**config.mk**
```make
export PLATFORM = sky130hd
export DESIGN_NAME = tnlp_queue
export DESIGN_NICKNAME = d
export VERILOG_FILES = /design/src/design/tnlp_pkg.sv /design/src/design/tnlp_queue.sv
export SDC_FILE = /design/constraint.sdc
export NUM_CORES = 1
export LEC_CHECK = 0
export BUFFER_PORTS_ARGS = -buffer_cell sky130_fd_sc_hd__buf_2
export CAP_MARGIN = 20
export CORE_AREA = 2 2 249 251
export DETAILED_ROUTE_END_ITERATION = 8
export DIE_AREA = 0 0 251 253
export PLACE_DENSITY_LB_ADDON = 0.2
export SLEW_MARGIN = 20
export SYNTH_ARGS = -nofsm -noshare
export SYNTH_HDL_FRONTEND = slang
export SYNTH_SLANG_ARGS = --single-unit
```
**constraint.sdc**
```tcl
create_clock -name clk -period 30 [get_ports clk]
set_input_delay 4.5 -clock clk [delete_from_list [all_inputs] [get_ports clk]]
set_output_delay 4.5 -clock clk [all_outputs]
set_load 0.05 [all_outputs]
```
**src/design/tnlp_pkg.sv**
```systemverilog
// Types, constants and tables of the tracking notch and low-pass filter.
package tnlp_pkg;

  localparam int CHANNELS     = 9;
  localparam int CH_W         = (CHANNELS > 1) ? $clog2(CHANNELS) : 1;
  localparam int CORDIC_STEPS = 30;
  localparam int IT_W         = $clog2(CORDIC_STEPS);
  localparam int QDEPTH       = 2;
  localparam int QPTR_W       = (QDEPTH > 1) ? $clog2(QDEPTH) : 1;
  localparam int QCNT_W       = $clog2(QDEPTH + 1);

  localparam logic signed [33:0] CORDIC_START = 34'sd652032874;
  localparam logic signed [33:0] Q30_ONE      = 34'sd1073741824;
  localparam logic signed [31:0] G_MAX        = 32'sh7fffffff;
  localparam logic signed [31:0] G_MIN        = 32'sh80000000;
  localparam logic signed [39:0] S_MAX32      = 40'sd2147483647;
  localparam logic signed [39:0] S_MIN32      = -40'sd2147483648;
  localparam logic signed [39:0] S_MAX33      = 40'sd4294967295;
  localparam logic signed [39:0] S_MIN33      = -40'sd4294967296;

  // Configuration register reset values
  localparam logic [31:0]        RST_PHASE_SLOPE  = 32'd22691;
  localparam logic [31:0]        RST_PHASE_OFFSET = 32'd183085007;
  localparam logic [29:0]        RST_POLE_RADIUS  = 30'd961933088;
  localparam logic signed [31:0] RST_LOWPASS_B0   = 32'sd3888757;
  localparam logic signed [31:0] RST_LOWPASS_A1   = -32'sd1957103853;
  localparam logic signed [31:0] RST_LOWPASS_A2   = 32'sd898917326;

  typedef enum logic [2:0] {
    CFG_PHASE_SLOPE  = 3'd0,
    CFG_PHASE_OFFSET = 3'd1,
    CFG_POLE_RADIUS  = 3'd2,
    CFG_LOWPASS_B0   = 3'd3,
    CFG_LOWPASS_A1   = 3'd4,
    CFG_LOWPASS_A2   = 3'd5
  } cfg_idx_t;

  typedef struct packed {
    logic [31:0]        phase_slope;
    logic [31:0]        phase_offset;
    logic [29:0]        pole_radius;
    logic signed [31:0] lowpass_b0;
    logic signed [31:0] lowpass_a1;
    logic signed [31:0] lowpass_a2;
  } cfg_t;

  typedef struct packed {
    logic [CHANNELS-1:0][31:0] sample;
    logic [31:0]               phase;
    logic                      on_ground;
  } item_t;

  typedef struct packed {
    logic full;
    logic empty;
  } q_status_t;

  typedef enum logic [3:0] {
    BK_IDLE, BK_GROUND, BK_CORDIC, BK_CFIN, BK_RC, BK_RR, BK_RRA,
    BK_DIVPRE, BK_DIVCHK, BK_DIV, BK_GAIN, BK_MUL, BK_ACC, BK_DONE
  } back_state_t;

  typedef enum logic [3:0] {
    OP_NOTCH_X1, OP_NOTCH_GAIN, OP_NOTCH_Y1, OP_NOTCH_Y2,
    OP_LP_Y, OP_LP_L1, OP_LP_L2, OP_LP_Z1, OP_LP_Z2
  } op_t;

  // CORDIC angle of step i, in 2^-32 turns
  function automatic logic [29:0] atan_turns(input logic [IT_W-1:0] i);
    logic [29:0] v;
    case (i)
      5'd0:  v = 30'd536870912;
      5'd1:  v = 30'd316933406;
      5'd2:  v = 30'd167458907;
      5'd3:  v = 30'd85004756;
      5'd4:  v = 30'd42667331;
      5'd5:  v = 30'd21354465;
      5'd6:  v = 30'd10679838;
      5'd7:  v = 30'd5340245;
      5'd8:  v = 30'd2670163;
      5'd9:  v = 30'd1335087;
      5'd10: v = 30'd667544;
      5'd11: v = 30'd333772;
      5'd12: v = 30'd166886;
      5'd13: v = 30'd83443;
      5'd14: v = 30'd41722;
      5'd15: v = 30'd20861;
      5'd16: v = 30'd10430;
      5'd17: v = 30'd5215;
      5'd18: v = 30'd2608;
      5'd19: v = 30'd1304;
      5'd20: v = 30'd652;
      5'd21: v = 30'd326;
      5'd22: v = 30'd163;
      5'd23: v = 30'd81;
      5'd24: v = 30'd41;
      5'd25: v = 30'd20;
      5'd26: v = 30'd10;
      5'd27: v = 30'd5;
      5'd28: v = 30'd3;
      5'd29: v = 30'd1;
      default: v = 30'd0;
    endcase
    return v;
  endfunction

endpackage

```
**src/design/tnlp_queue.sv**
```systemverilog
// Short item queue between front end and back end.
module tnlp_queue import tnlp_pkg::*; (
  input  logic      clk,
  input  logic      rst_n,
  input  logic      push,
  input  item_t     push_item,
  input  logic      pop,
  output item_t     pop_item,
  output q_status_t qst
);

  item_t             mem_r [QDEPTH];
  logic [QPTR_W-1:0] wr_ptr_r, rd_ptr_r;
  logic [QCNT_W-1:0] cnt_r, cnt_nxt;

  assign qst.full  = (cnt_r == QCNT_W'(QDEPTH));
  assign qst.empty = (cnt_r == '0);
  assign pop_item  = mem_r[rd_ptr_r];

  always_comb begin
    cnt_nxt = cnt_r;
    if (push && !pop) begin
      cnt_nxt = cnt_r + 1'b1;
    end else if (pop && !push) begin
      cnt_nxt = cnt_r - 1'b1;
    end
  end

  // Advance pointers
  always_ff @(posedge clk) begin
    if (!rst_n) begin
      wr_ptr_r <= '0;
      rd_ptr_r <= '0;
      cnt_r    <= '0;
    end else begin
      cnt_r <= cnt_nxt;
      if (push) begin
        wr_ptr_r <= (wr_ptr_r == QPTR_W'(QDEPTH - 1)) ? '0 : wr_ptr_r + 1'b1;
      end
      if (pop) begin
        rd_ptr_r <= (rd_ptr_r == QPTR_W'(QDEPTH - 1)) ? '0 : rd_ptr_r + 1'b1;
      end
    end
  end

  always_ff @(posedge clk) begin
    if (push) begin
      mem_r[wr_ptr_r] <= push_item;
    end
  end

endmodule

```
==> flow_metrics.tcl <==
set metrics [dict create \
    routed-wl-met3_um 4420 \
    fill_cells 5205 \
    remaining_drc_errors 0 \
    dieArea_um2 63500 \
    nNetsFinal 2042 \
    cts_tree "yes" \
    numClockSinks 647 \
    hold_viol 0 \
    critPathKind "register to output pin" \
    skew_ns 0.0231 \
    cts.path.max_buffers 3 \
    critPathCaptureType "output pin" \
    drt_iter0_markers 584 \
    setup_viol_count_final 0 \
    cp_data_required_time_ns 25.50 \
    synth_top_area_share_pct 81.5 \
    crit_arrival_ns 4.10 \
    drv_slew 0 \
    grt_first_pass_wirelength_um 80800 \
    ir_drop_uv 64.7 \
    cts-resized-gates 0 \
    drtPass1Iterations 4 \
    worstSetupStartpointType "register" \
    die_w_um 251 \
    antenna_found_initial 27 \
    grt_max_degree 157 \
    cpPeakStageDelay_ns 1.05 \
    ys_seq_area_share_pct 82.0 \
    topRoutingLayerUsed "met5" \
    num_vias 12300 \
    initial_utilization_pct 38.7 \
    crit_top_cell "buf_4" \
    ios 648 \
    placed_area_um2 27600 \
    wl_per_cell_um 22.6 \
    relSlewSlack_pct 25.0 \
    ant_nets 0 \
    hold_buffers 0 \
    p_leak_nw 11.2 \
    cp_max_fo 74 \
    timing.setup.tns_ns 0 \
    ys_top_cells_by_area "edfxtp_1 (82%), mux2_2 (13%), mux2_4 (2.5%)" \
    portBuffers 647 \
    drv_cap 0 \
    cts.htree.levels 3 \
    drt-met1-wl_um 19900 \
    slowest_stage "dfxtp_4" \
    drive_above_1_share_pct 60.3 \
    synthDistinctLibCells 18 \
    numCtsBuffers 71 \
    clk_pin_slew_worst_paths_ns 0.06 \
    synth-seq-cells 647 \
    clk_latency_ns 0.59 \
    fmax_mhz 116 \
    gp_congestion 0.860 \
    hpwl_um 41200 \
    fin_crit_ns 8.60 \
    run_status "complete, no violations" \
    final_cell_area_um2 29900 \
    synthCells 1021 \
    syn_nets 1347 \
    path_cells "buf_4 -> buf_4 -> mux2_2 -> buf_2" \
    min_path_type "register to register" \
    gr-usage-all-layers_pct 17.5 \
    post-route-period-util_pct 28.7 \
    yosysWarnings 0 \
    p_per_area_nw_per_um2 75.3 \
    syn_to_final_growth_pct 26.6 \
    worst_pin_slew_ns 1.13 \
    met2_length_um 30600 \
    viasPerCell 4.76 \
    grt_pass1_vias 12900 \
    grt_overflow 0 \
    yosysTopAreaCell "edfxtp_1" \
    std_cell_rows 91 \
    core_area_um2 61000 \
    rsz0062_at_grt "no" \
    root_buffer "clkbuf_16" \
    avgSynthCellArea_um2 23.2 \
    detail_route.wirelength_um 58400 \
    postCtsSetupRepairBufs 0 \
    fp.dieH_um 253 \
    netlist_area_um2 23600 \
]
-- cell families (layout without fill, tap and decap cells) --
kind of cell / Yosys count / count (layout) / share of synthesized area (%)
AND/OR/NAND/NOR: 9 / 9 / 0.228
multiplexers: 321 / 321 / 15.9
XOR/XNOR: 3 / 3 / 0.111
flip-flops: 647 / 647 / 82.0
AO/OA/AOI/OAI: 3 / 3 / 0.0847
buffers and inverters: 37 / 785 / 1.62
adder cells (fa/ha/maj): 1 / 1 / 0.0529
other: 0 / 21 / 0
-- synth_stat cells --
master and n:
ha_1 1, and2_1 4, mux2_2 265, buf_2 4
mux2_1 16, mux2_4 40, o21a_1 1, nor2_1 1
edfxtp_1 642, or3_1 1, a21boi_0 1, xnor2_1 1
buf_6 32, dfxtp_1 5, o21ai_0 1, nor2b_1 3
inv_1 1, xor2_1 2
-- critical path, delay by kind of cell, from the launching register on --
kind,cells,cell delay [ns]
buffers and inverters,3,1.85
DFF,1,1.05
muxes,1,0.44
-- metrics by stage --
stage                     setup WS, ns  hold slack (ns)  util [%]  std cells  power [mW]
final                            21.40            0.571      49.1       2580        2.25
after global routing             21.13            0.586      49.0       2574        2.33
after CTS                        21.30            0.578      49.0       2559        2.28
after detailed placement         21.97            0.568      45.2       2433        1.43
after global placement           22.01            0.489      45.2       2433        1.42
after floorplan                  10.54            0.473         -       1021        1.35
-- flip-flops by register name, indices dropped and copies added (netlist names), named ones only --
name / cells
wr_ptr_r: 1
rd_ptr_r: 1
cnt_r: 2
mem_r: 642
-- per-layer routing --
layer  GRT usage [%]  vias to the layer above
met5               0                        -
li1                -                     5515
met4            11.4                       16
met2            30.6                      454
met1            17.6                     6134
met3            6.52                      163
-- power by group --
part,switching [mW],internal (mW)
Clock,0.340,0.510
Combinational,0.246,0.0945
Sequential,0.0158,1.05
Total,0.601,1.65
-- layout by cell type (no fill, tap or decap) --
master | synthesis | routed
a21boi_0 | 1 | 1
and2_1 | 4 | 3
and2_4 | 0 | 1
buf_12 | 0 | 1
buf_2 | 4 | 647
buf_4 | 0 | 10
bufinv_16 | 0 | 6
clkbuf_1 | 0 | 14
clkbuf_16 | 0 | 74
clkbuf_8 | 0 | 3
clkinv_1 | 0 | 11
clkinv_2 | 0 | 11
clkinv_4 | 0 | 1
clkinv_8 | 0 | 1
clkinvlp_4 | 0 | 2
dfxtp_1 | 5 | 4
dfxtp_4 | 0 | 1
diode_2 | 0 | 21
edfxtp_1 | 642 | 642
ha_1 | 1 | 1
inv_1 | 1 | 1
inv_6 | 0 | 3
mux2_1 | 16 | 16
mux2_2 | 265 | 265
mux2_4 | 40 | 40
nor2_1 | 1 | 1
nor2b_1 | 3 | 2
nor2b_4 | 0 | 1
o21a_1 | 1 | 1
o21ai_0 | 1 | 1
or3_1 | 1 | 1
xnor2_1 | 1 | 1
xor2_1 | 2 | 2
-- area by class of cell --
class	count	area [µm²]	area share (%)
antenna	21	52.6	0.176
tap	790	988	3.30
sequential	647	19400	64.7
timing repair buffer	658	3330	11.1
multi-input combinational	337	3890	13.0
inverter	1	3.75	0.0125
clock inverter	35	343	1.15
clock buffer	91	1950	6.50
-- worst paths after layout --
path	from	endpoint	slack (ns)	cells past startpoint
setup / recovery	register	pop_item[289]	21.40	4
hold / removal	rd_ptr_r$_SDFFE_PN0P_	register	0.57	2
setup reg to reg	wr_ptr_r$_SDFFE_PN0P_	mem_r[1][116]$_DFFE_PP_	26.47	3
hold reg to reg	rd_ptr_r$_SDFFE_PN0P_	register	0.57	2
Note: power is estimated with default switching activity, not from simulation.
