**src/design/tnlp_pkg.sv**
```systemverilog
// Types, constants and tables of the tracking notch and low-pass filter.
package tnlp_pkg;

  localparam int CHANNELS     = 9;
  localparam int CH_W         = (CHANNELS > 1) ? $clog2(CHANNELS) : 1;
  localparam int CORDIC_STEPS = 30;
  localparam int IT_W         = $clog2(CORDIC_STEPS);
  localparam int QDEPTH       = 2;
  localparam int QPTR_W       = (QDEPTH > 1) ? $clog2(QDEPTH) : 1;
  localparam int QCNT_W       = $clog2(QDEPTH + 1);

  localparam logic signed [33:0] CORDIC_START = 34'sd652032874;
  localparam logic signed [33:0] Q30_ONE      = 34'sd1073741824;
  localparam logic signed [31:0] G_MAX        = 32'sh7fffffff;
  localparam logic signed [31:0] G_MIN        = 32'sh80000000;
  localparam logic signed [39:0] S_MAX32      = 40'sd2147483647;
  localparam logic signed [39:0] S_MIN32      = -40'sd2147483648;
  localparam logic signed [39:0] S_MAX33      = 40'sd4294967295;
  localparam logic signed [39:0] S_MIN33      = -40'sd4294967296;

  // Configuration register reset values
  localparam logic [31:0]        RST_PHASE_SLOPE  = 32'd22691;
  localparam logic [31:0]        RST_PHASE_OFFSET = 32'd183085007;
  localparam logic [29:0]        RST_POLE_RADIUS  = 30'd961933088;
  localparam logic signed [31:0] RST_LOWPASS_B0   = 32'sd3888757;
  localparam logic signed [31:0] RST_LOWPASS_A1   = -32'sd1957103853;
  localparam logic signed [31:0] RST_LOWPASS_A2   = 32'sd898917326;

  typedef enum logic [2:0] {
    CFG_PHASE_SLOPE  = 3'd0,
    CFG_PHASE_OFFSET = 3'd1,
    CFG_POLE_RADIUS  = 3'd2,
    CFG_LOWPASS_B0   = 3'd3,
    CFG_LOWPASS_A1   = 3'd4,
    CFG_LOWPASS_A2   = 3'd5
  } cfg_idx_t;

  typedef struct packed {
    logic [31:0]        phase_slope;
    logic [31:0]        phase_offset;
    logic [29:0]        pole_radius;
    logic signed [31:0] lowpass_b0;
    logic signed [31:0] lowpass_a1;
    logic signed [31:0] lowpass_a2;
  } cfg_t;

  typedef struct packed {
    logic [CHANNELS-1:0][31:0] sample;
    logic [31:0]               phase;
    logic                      on_ground;
  } item_t;

  typedef struct packed {
    logic full;
    logic empty;
  } q_status_t;

  typedef enum logic [3:0] {
    BK_IDLE, BK_GROUND, BK_CORDIC, BK_CFIN, BK_RC, BK_RR, BK_RRA,
    BK_DIVPRE, BK_DIVCHK, BK_DIV, BK_GAIN, BK_MUL, BK_ACC, BK_DONE
  } back_state_t;

  typedef enum logic [3:0] {
    OP_NOTCH_X1, OP_NOTCH_GAIN, OP_NOTCH_Y1, OP_NOTCH_Y2,
    OP_LP_Y, OP_LP_L1, OP_LP_L2, OP_LP_Z1, OP_LP_Z2
  } op_t;

  // CORDIC angle of step i, in 2^-32 turns
  function automatic logic [29:0] atan_turns(input logic [IT_W-1:0] i);
    logic [29:0] v;
    case (i)
      5'd0:  v = 30'd536870912;
      5'd1:  v = 30'd316933406;
      5'd2:  v = 30'd167458907;
      5'd3:  v = 30'd85004756;
      5'd4:  v = 30'd42667331;
      5'd5:  v = 30'd21354465;
      5'd6:  v = 30'd10679838;
      5'd7:  v = 30'd5340245;
      5'd8:  v = 30'd2670163;
      5'd9:  v = 30'd1335087;
      5'd10: v = 30'd667544;
      5'd11: v = 30'd333772;
      5'd12: v = 30'd166886;
      5'd13: v = 30'd83443;
      5'd14: v = 30'd41722;
      5'd15: v = 30'd20861;
      5'd16: v = 30'd10430;
      5'd17: v = 30'd5215;
      5'd18: v = 30'd2608;
      5'd19: v = 30'd1304;
      5'd20: v = 30'd652;
      5'd21: v = 30'd326;
      5'd22: v = 30'd163;
      5'd23: v = 30'd81;
      5'd24: v = 30'd41;
      5'd25: v = 30'd20;
      5'd26: v = 30'd10;
      5'd27: v = 30'd5;
      5'd28: v = 30'd3;
      5'd29: v = 30'd1;
      default: v = 30'd0;
    endcase
    return v;
  endfunction

endpackage

```
**src/design/tnlp_front.sv**
```systemverilog
// Front end: accepts input beats, works out the notch phase, feeds the queue.
module tnlp_front import tnlp_pkg::*; (
  input  logic                      clk,
  input  logic                      rst_n,
  input  logic                      in_valid,
  output logic                      in_ready,
  input  logic [CHANNELS-1:0][31:0] in_sample,
  input  logic [15:0]               in_thrust,
  input  logic                      in_on_ground,
  input  cfg_t                      cfg,
  input  q_status_t                 qst,
  output logic                      push,
  output item_t                     push_item
);

  logic        fr_valid_r, fr_valid_nxt;
  item_t       fr_item_r;
  logic        accept;
  logic [47:0] slope_prod;
  logic [31:0] phase;

  assign push      = fr_valid_r && !qst.full;
  assign in_ready  = !fr_valid_r || !qst.full;
  assign accept    = in_valid && in_ready;
  assign push_item = fr_item_r;

  // Phase wraps modulo one turn
  assign slope_prod = 48'(cfg.phase_slope) * 48'(in_thrust);
  assign phase      = slope_prod[31:0] + cfg.phase_offset;

  always_comb begin
    fr_valid_nxt = fr_valid_r;
    if (accept) begin
      fr_valid_nxt = 1'b1;
    end else if (push) begin
      fr_valid_nxt = 1'b0;
    end
  end

  always_ff @(posedge clk) begin
    if (!rst_n) begin
      fr_valid_r <= 1'b0;
    end else begin
      fr_valid_r <= fr_valid_nxt;
    end
  end

  // Capture the beat
  always_ff @(posedge clk) begin
    if (accept) begin
      fr_item_r.sample    <= in_sample;
      fr_item_r.phase     <= phase;
      fr_item_r.on_ground <= in_on_ground;
    end
  end

endmodule

```
**config.mk**
```make
export PLATFORM = sky130hd
export DESIGN_NAME = tnlp_front
export DESIGN_NICKNAME = d
export VERILOG_FILES = /design/src/design/tnlp_pkg.sv /design/src/design/tnlp_front.sv
export SDC_FILE = /design/constraint.sdc
export NUM_CORES = 1
export LEC_CHECK = 0
export BUFFER_PORTS_ARGS = -buffer_cell sky130_fd_sc_hd__buf_4
export CORE_AREA = 2 2 322 324
export CTS_CLUSTER_SIZE = 40
export DETAILED_ROUTE_END_ITERATION = 12
export DIE_AREA = 0 0 324 326
export PLACE_DENSITY = 0.45
export SLEW_MARGIN = 40
export SYNTH_ARGS = -nofsm -noshare
export SYNTH_HDL_FRONTEND = slang
export SYNTH_SLANG_ARGS = --single-unit
export TNS_END_PERCENT = 1
```
**constraint.sdc**
```tcl
create_clock -name clk -period 20.3 [get_ports clk]
set_input_delay 3.045 -clock clk [delete_from_list [all_inputs] [get_ports clk]]
set_output_delay 3.045 -clock clk [all_outputs]
set_load 0.02 [all_outputs]
```
==> results of run 1 <==
## power groups by stage
| stage | Clock [mW] | Sequential (mW) | Combinational (mW) |
|---|---|---|---|
| floorplan | 0 | 1.12 | 2.65 |
| global route | 0.785 | 1.02 | 4.25 |
| detailed placement | 0 | 1.03 | 3.79 |
| finish | 0.733 | 1.01 | 3.71 |
| global placement | 0 | 1.03 | 3.78 |
| CTS | 0.764 | 1.01 | 3.81 |
## cell type report
cell class                 instances  area (um2)
clock buffer                      55        1130
timing repair buffer             699        5288
multi-input combinational        974       10600
inverter                         437        1640
antenna                            5       12.51
tap                             1380        1727
fill                           10680       72370
clock inverter                    21       192.7
sequential                       322        9659
## critical path, delay by kind of cell
kind | cells | cell delay, ns
compound gates | 4 | 0.99
xor+xnor | 1 | 0.09
fa+ha+maj | 7 | 3.46
buf+inv | 4 | 0.54
simple gates | 5 | 1.12
## final timing paths
check             slack (ns)        endpoint  cells after the start    startpoint
setup reg to reg       17.62  push_item[236]                      4    fr_valid_r
setup / recovery       11.35   push_item[32]                     21  in_thrust[1]
hold reg to reg         0.53      fr_valid_r                      2    fr_valid_r
hold / removal          0.53      fr_valid_r                      2    fr_valid_r
## layer usage
layer	track usage (%)	vias to the layer above
met5	0	-
met4	3.975	26
met3	4.097	100
met2	28.21	469
li1	-	6813
met1	17.46	7745
## per-stage QoR
step	hold slack (ns)	util, %	instances	power [mW]	cell area, um2
floorplan	0.4865	-	1793	3.774	22120
global placement	0.5104	28.14	3811	4.809	28870
detailed placement	0.5146	28.17	3812	4.818	28910
CTS	0.5278	29.46	3888	5.582	30230
global route	0.5945	29.46	3889	6.049	30230
finish	0.5268	29.47	3893	5.457	30240
## layout by cell type, fill, tap and decap left out, types with 3 or more instances in the layout
| cell type | count |
|---|---|
| a21o_1 | 8 |
| a21oi_1 | 17 |
| a21oi_2 | 3 |
| and2_1 | 141 |
| buf_4 | 695 |
| clkbuf_1 | 10 |
| clkbuf_16 | 42 |
| clkbuf_8 | 3 |
| clkinv_1 | 9 |
| clkinvlp_4 | 3 |
| diode_2 | 5 |
| edfxtp_1 | 321 |
| fa_1 | 334 |
| ha_1 | 68 |
| inv_1 | 437 |
| nand2_1 | 267 |
| nand3_1 | 7 |
| nor2_1 | 18 |
| nor2b_1 | 5 |
| nor3_1 | 5 |
| o21ai_0 | 9 |
| o21bai_1 | 3 |
| xnor2_1 | 43 |
| xor2_1 | 10 |
## registers in the layout (all words and copies together), names as in the netlist
name        cells
fr_valid_r      1
push_item     321
## logic make-up (layout without fill, tap and decap cells)
kind of cell    after synthesis  after routing
buf+inv                     497           1212
simple gates                457            457
fa+ha+maj                   402            402
flops                       322            322
compound gates               62             62
xor+xnor                     53             53
other cells                   0              5
==> results.sh, run 1 <==
export IMPL_status="completed"
export IMPL_finalMaxSlewViolations=0
export IMPL_critPathMaxStageDelay_ns=0.56
export IMPL_rsz0062_at_grt="no"
export IMPL_dp_hpwl_um=67500
export IMPL_dr_pass1_iters=7
export IMPL_power_frac_clock_pct=13.4
export IMPL_cts_setup_buffers=0
export IMPL_post_synth_num_cell_types=48
export IMPL_synth_top_family_by_area="adder cells"
export IMPL_dr_max_layer_used="met5"
export IMPL_start_util_pct=21.55
export IMPL_synth_area_leaders="edfxtp_1 (44%), fa_1 (30%), inv_1 (7.4%)"
export IMPL_seqPwrFrac_pct=18.5
export IMPL_met2_length_um=43730
export IMPL_dieArea_um2=105600
export IMPL_wl_met1_um=31300
export IMPL_die_y_um=326
export IMPL_via_per_inst=3.892
export IMPL_postRouteAntennaNets=0
export IMPL_numCtsBuffers=41
export IMPL_synth_area_um2=22120
export IMPL_postCtsHoldBufs=0
export IMPL_cp_required_ns=20.60
export IMPL_synth_seq_area_share_pct=43.67
export IMPL_min_period_ns=8.952
export IMPL_swShare_pct=44.59
export IMPL_pre_cts_ws_ns=10.68
export IMPL_wl_per_cell_um=21.38
export IMPL_root_buffer="clkbuf_16"
export IMPL_critPathMaxFanout=31
export IMPL_area_growth_pct=36.74
export IMPL_internal_power_mw=3.023
export IMPL_num_vias=15150
export IMPL_die_w_um=324
export IMPL_setup_viol=0
export IMPL_grt_pass1_vias=15770
export IMPL_cts_sinks=322
export IMPL_first_iter_violations=799
export IMPL_p_sw_mw=2.433
export IMPL_cp_start_kind="input pin"
export IMPL_nets=3377
export IMPL_fin_setup_tns_ns=0
export IMPL_coreArea_um2=102600
export IMPL_portBuffers=695
export IMPL_cp_arrival_ns=9.25
export IMPL_max_cap_viol_count=0
export IMPL_endpoint_kind="register"
export IMPL_grt_ovfl_total=0
export IMPL_skew_ns=0.01786
export IMPL_insertion_delay_ns=0.57
export IMPL_synth_top_area_share_pct=43.58
export IMPL_hold_viol_final=0
export IMPL_clockBufferDepth=3
export IMPL_wl_um=83210
export IMPL_fin_ws_ns=11.35
export IMPL_tightest_slew_ns=0.7501
export IMPL_yosysTopAreaCell="edfxtp_1"
export IMPL_drc=0
export IMPL_track_usage_pct=15.38
export IMPL_synth_simple_gate_area_share_pct=9.770
export IMPL_grt_max_degree=91
export IMPL_path_class="in -> reg"
export IMPL_maxSlewHeadroom_pct=49.99
export IMPL_cts_tree="done"
export IMPL_p_per_area_nw_per_um2=180.4
export IMPL_synthCells=1793
export IMPL_combPwrFrac_pct=68.1
export IMPL_timing_fmax_ghz=0.1117
export IMPL_synth_compound_area_share_pct=1.946
export IMPL_ir_drop_uv=193.2
export IMPL_cp_cell_sequence="buf_4 -> nand2_1 -> fa_1 -> fa_1 -> inv_1 -> fa_1 -> fa_1 -> fa_1 -> inv_1 -> fa_1 -> inv_1 -> ha_1 -> a21oi_1 -> nand3_1 -> nor3_4 -> nand3_1 -> and3_4 -> o41a_4 -> a211o_1 -> a21oi_2 -> xnor2_1"
export IMPL_hold_class="reg -> reg"
export IMPL_syn_num_nets=2695
export IMPL_synth_fa_ha_area_share_pct=34.08
export IMPL_clk_pin_slew_worst_paths_ns=0.06
export IMPL_leakagePower_nw=13.74
export IMPL_cp_common_cell="fa_1"
export IMPL_cts_htree_levels=2
export IMPL_place_gp_congestion=0.7657
export IMPL_ys_warn_count=0
export IMPL_drive_above_1_share_pct=30.66
export IMPL_ctsResizeCount=0
export IMPL_synthTopCellsByCount="inv_1 (437), fa_1 (334), edfxtp_1 (321)"
export IMPL_synth_edf_count=321
export IMPL_route_met3_wl_um=5963
export IMPL_final_period_utilization_pct=44.10
export IMPL_synthMuxAreaShare_pct=0
export IMPL_grt_pass1_wl_um=115500
export IMPL_async_reset_ff_share_pct=0
export IMPL_syn_area_per_cell_um2=12.34
export IMPL_io_pins=823
export IMPL_synth_seq_cells=322
export IMPL_grt_antenna_before_repair=23
export IMPL_synth_ff_type="edfxtp_1"
export IMPL_rows=118
export IMPL_yosysMostFrequentCell="inv_1"
export IMPL_synthXorXnorAreaFrac_pct=2.099
export IMPL_worst_path_max_delay_cell="fa_1"
Note: power is estimated with default switching activity, not from simulation.
==> run 2: changes to the inputs <==
--- a/config.mk
+++ b/config.mk
@@ -10,7 +10,7 @@
 export CTS_CLUSTER_SIZE = 40
 export DETAILED_ROUTE_END_ITERATION = 12
 export DIE_AREA = 0 0 324 326
-export PLACE_DENSITY = 0.45
+export PLACE_DENSITY = 0.46
 export SLEW_MARGIN = 40
 export SYNTH_ARGS = -nofsm -noshare
 export SYNTH_HDL_FRONTEND = slang
==> constraint.sdc (replaced) <==
create_clock -name clk -period 7.7 [get_ports clk]
set_input_delay 1.155 -clock clk [delete_from_list [all_inputs] [get_ports clk]]
set_output_delay 1.155 -clock clk [all_outputs]
set_load 0.02 [all_outputs]
==> results.sh, run 2 (same netlist as run 1, synthesis figures left out) <==
export IMPL_grt_ovfl_total=0
export IMPL_dp_hpwl_um=71070
export IMPL_cts_sinks=322
export IMPL_fill_cells=10730
export IMPL_maxSlewHeadroom_pct=57.67
export IMPL_fin_setup_tns_ns=0
export IMPL_cp_arrival_ns=7.08
export IMPL_place_gp_congestion=0.8003
export IMPL_ff2ff_setup_slack_ns=5.47
export IMPL_dr_max_layer_used="met5"
export IMPL_critPathMaxStageDelay_ns=0.54
export IMPL_rows=118
export IMPL_grt_pass1_wl_um=117600
export IMPL_worst_path_max_delay_cell="fa_1"
export IMPL_cp_cell_sequence="buf_4 -> nand2_1 -> fa_1 -> inv_1 -> fa_1 -> inv_1 -> fa_1 -> inv_1 -> fa_1 -> fa_1 -> inv_1 -> fa_1 -> inv_1 -> ha_1 -> nand4_1 -> a21oi_1 -> nor3_4 -> buf_12 -> nand3_1 -> and3_4 -> o41a_4 -> a211o_1 -> a21oi_2 -> xnor2_1"
export IMPL_coreArea_um2=102600
export IMPL_fin_ws_ns=0.9408
export IMPL_nets=3403
export IMPL_leakagePower_nw=13.94
export IMPL_io_pins=823
export IMPL_via_per_inst=3.917
export IMPL_portBuffers=695
export IMPL_clk_pin_slew_worst_paths_ns=0.07
export IMPL_cts_setup_buffers=0
export IMPL_numCtsBuffers=41
export IMPL_max_cap_viol_count=0
export IMPL_die_w_um=324
export IMPL_pre_cts_ws_ns=0.2884
export IMPL_hold_class="reg -> reg"
export IMPL_die_y_um=326
export IMPL_skew_ns=0.01236
export IMPL_cp_common_cell="fa_1"
export IMPL_finalMaxSlewViolations=0
export IMPL_largest_reg_flops=321
export IMPL_postCtsHoldBufs=0
export IMPL_start_util_pct=21.55
export IMPL_rsz0062_at_grt="no"
export IMPL_p_per_area_nw_per_um2=478.3
export IMPL_postRouteAntennaNets=0
export IMPL_wl_per_cell_um=21.86
export IMPL_clockBufferDepth=3
export IMPL_grt_antenna_before_repair=18
export IMPL_cp_required_ns=8.03
export IMPL_min_period_ns=6.759
export IMPL_critPathMaxFanout=20
export IMPL_root_buffer="clkbuf_16"
export IMPL_first_iter_violations=912
export IMPL_cts_tree="done"
export IMPL_insertion_delay_ns=0.58
export IMPL_grt_pass1_vias=15860
export IMPL_grt_max_degree=111
export IMPL_cts_htree_levels=2
export IMPL_setup_viol=0
export IMPL_ir_drop_uv=596.5
export IMPL_layout_common_cells="buf_4 (720), inv_1 (437), fa_1 (334)"
export IMPL_tightest_slew_ns=0.6350
export IMPL_ctsResizeCount=0
export IMPL_cp_start_kind="input pin"
export IMPL_drc=0
export IMPL_area_growth_pct=38.23
export IMPL_dr_pass1_iters=5
export IMPL_final_period_utilization_pct=87.78
export IMPL_layout_commonest_cell="buf_4"
export IMPL_status="completed"
export IMPL_num_vias=15330
export IMPL_endpoint_kind="register"
export IMPL_dieArea_um2=105600
export IMPL_track_usage_pct=15.83
export IMPL_hold_viol_final=0
export IMPL_path_class="in -> reg"
export IMPL_met2_length_um=43680
export IMPL_drive_above_1_share_pct=31.73
export IMPL_route_met3_wl_um=5618
export IMPL_wl_met1_um=32970
export IMPL_wl_um=85560
export IMPL_timing_fmax_ghz=0.1479
[run 2: changes by cell type in the layout (fill, tap and decap cells not counted), sizes merged]
cell,change
buf,+26
bufinv,+5
clkbuf,-11
clkinv,+2
clkinvlp,-1
diode,-3
inv,+2
[run 2: final timing paths]
path                 from             to  cells past startpoint
max          in_thrust[8]  push_item[32]                     24
min            fr_valid_r     fr_valid_r                      2
max reg2reg    fr_valid_r  push_item[48]                      4
min reg2reg    fr_valid_r     fr_valid_r                      2
[run 2: power breakdown]
group | total [mW] | internal [mW] | switching, mW
Clock | 2.08 | 1.23 | 0.846
Sequential | 2.67 | 2.61 | 0.0576
Combinational | 9.88 | 4.37 | 5.51
Total | 14.6 | 8.21 | 6.41
[run 2: worst max-delay path, delay by kind of cell]
kind	cells	cell delay [ns]
compound gates	4	0.93
fa+ha+maj	7	3.34
buf+inv	7	0.67
xor+xnor	1	0.08
simple gates	5	0.89
[run 2: metrics by stage]
| step | std cells | hold slack [ns] | instance area (um2) | total power [mW] | util, % |
|---|---|---|---|---|---|
| after floorplan | 1793 | 0.4865 | 22120 | 9.932 | - |
| after global placement | 3836 | 0.5090 | 29090 | 12.78 | 28.35 |
| after detailed placement | 3838 | 0.5122 | 29130 | 12.82 | 28.39 |
| after CTS | 3911 | 0.5259 | 30570 | 14.97 | 29.79 |
| after global routing | 3911 | 0.5825 | 30570 | 16.18 | 29.79 |
| final | 3913 | 0.5236 | 30570 | 14.62 | 29.80 |
[run 2: final cells by class]
| class | count | area (um2) | area share (%) |
|---|---|---|---|
| diodes | 2 | 5.005 | 0.01637 |
| clock buffers | 44 | 1037 | 3.393 |
| clock inverters | 29 | 396.6 | 1.297 |
| inverters | 437 | 1640 | 5.365 |
| multi-input cells | 974 | 10600 | 34.66 |
| flip-flops and latches | 322 | 9659 | 31.59 |
| well taps | 1380 | 1727 | 5.648 |
| repair buffers | 725 | 5513 | 18.03 |
[run 2: metal layers]
layer	vias up	track usage, %
met2	493	28.21
met5	-	0
li1	6860	-
met4	20	5.415
met1	7834	18.47
met3	121	3.705
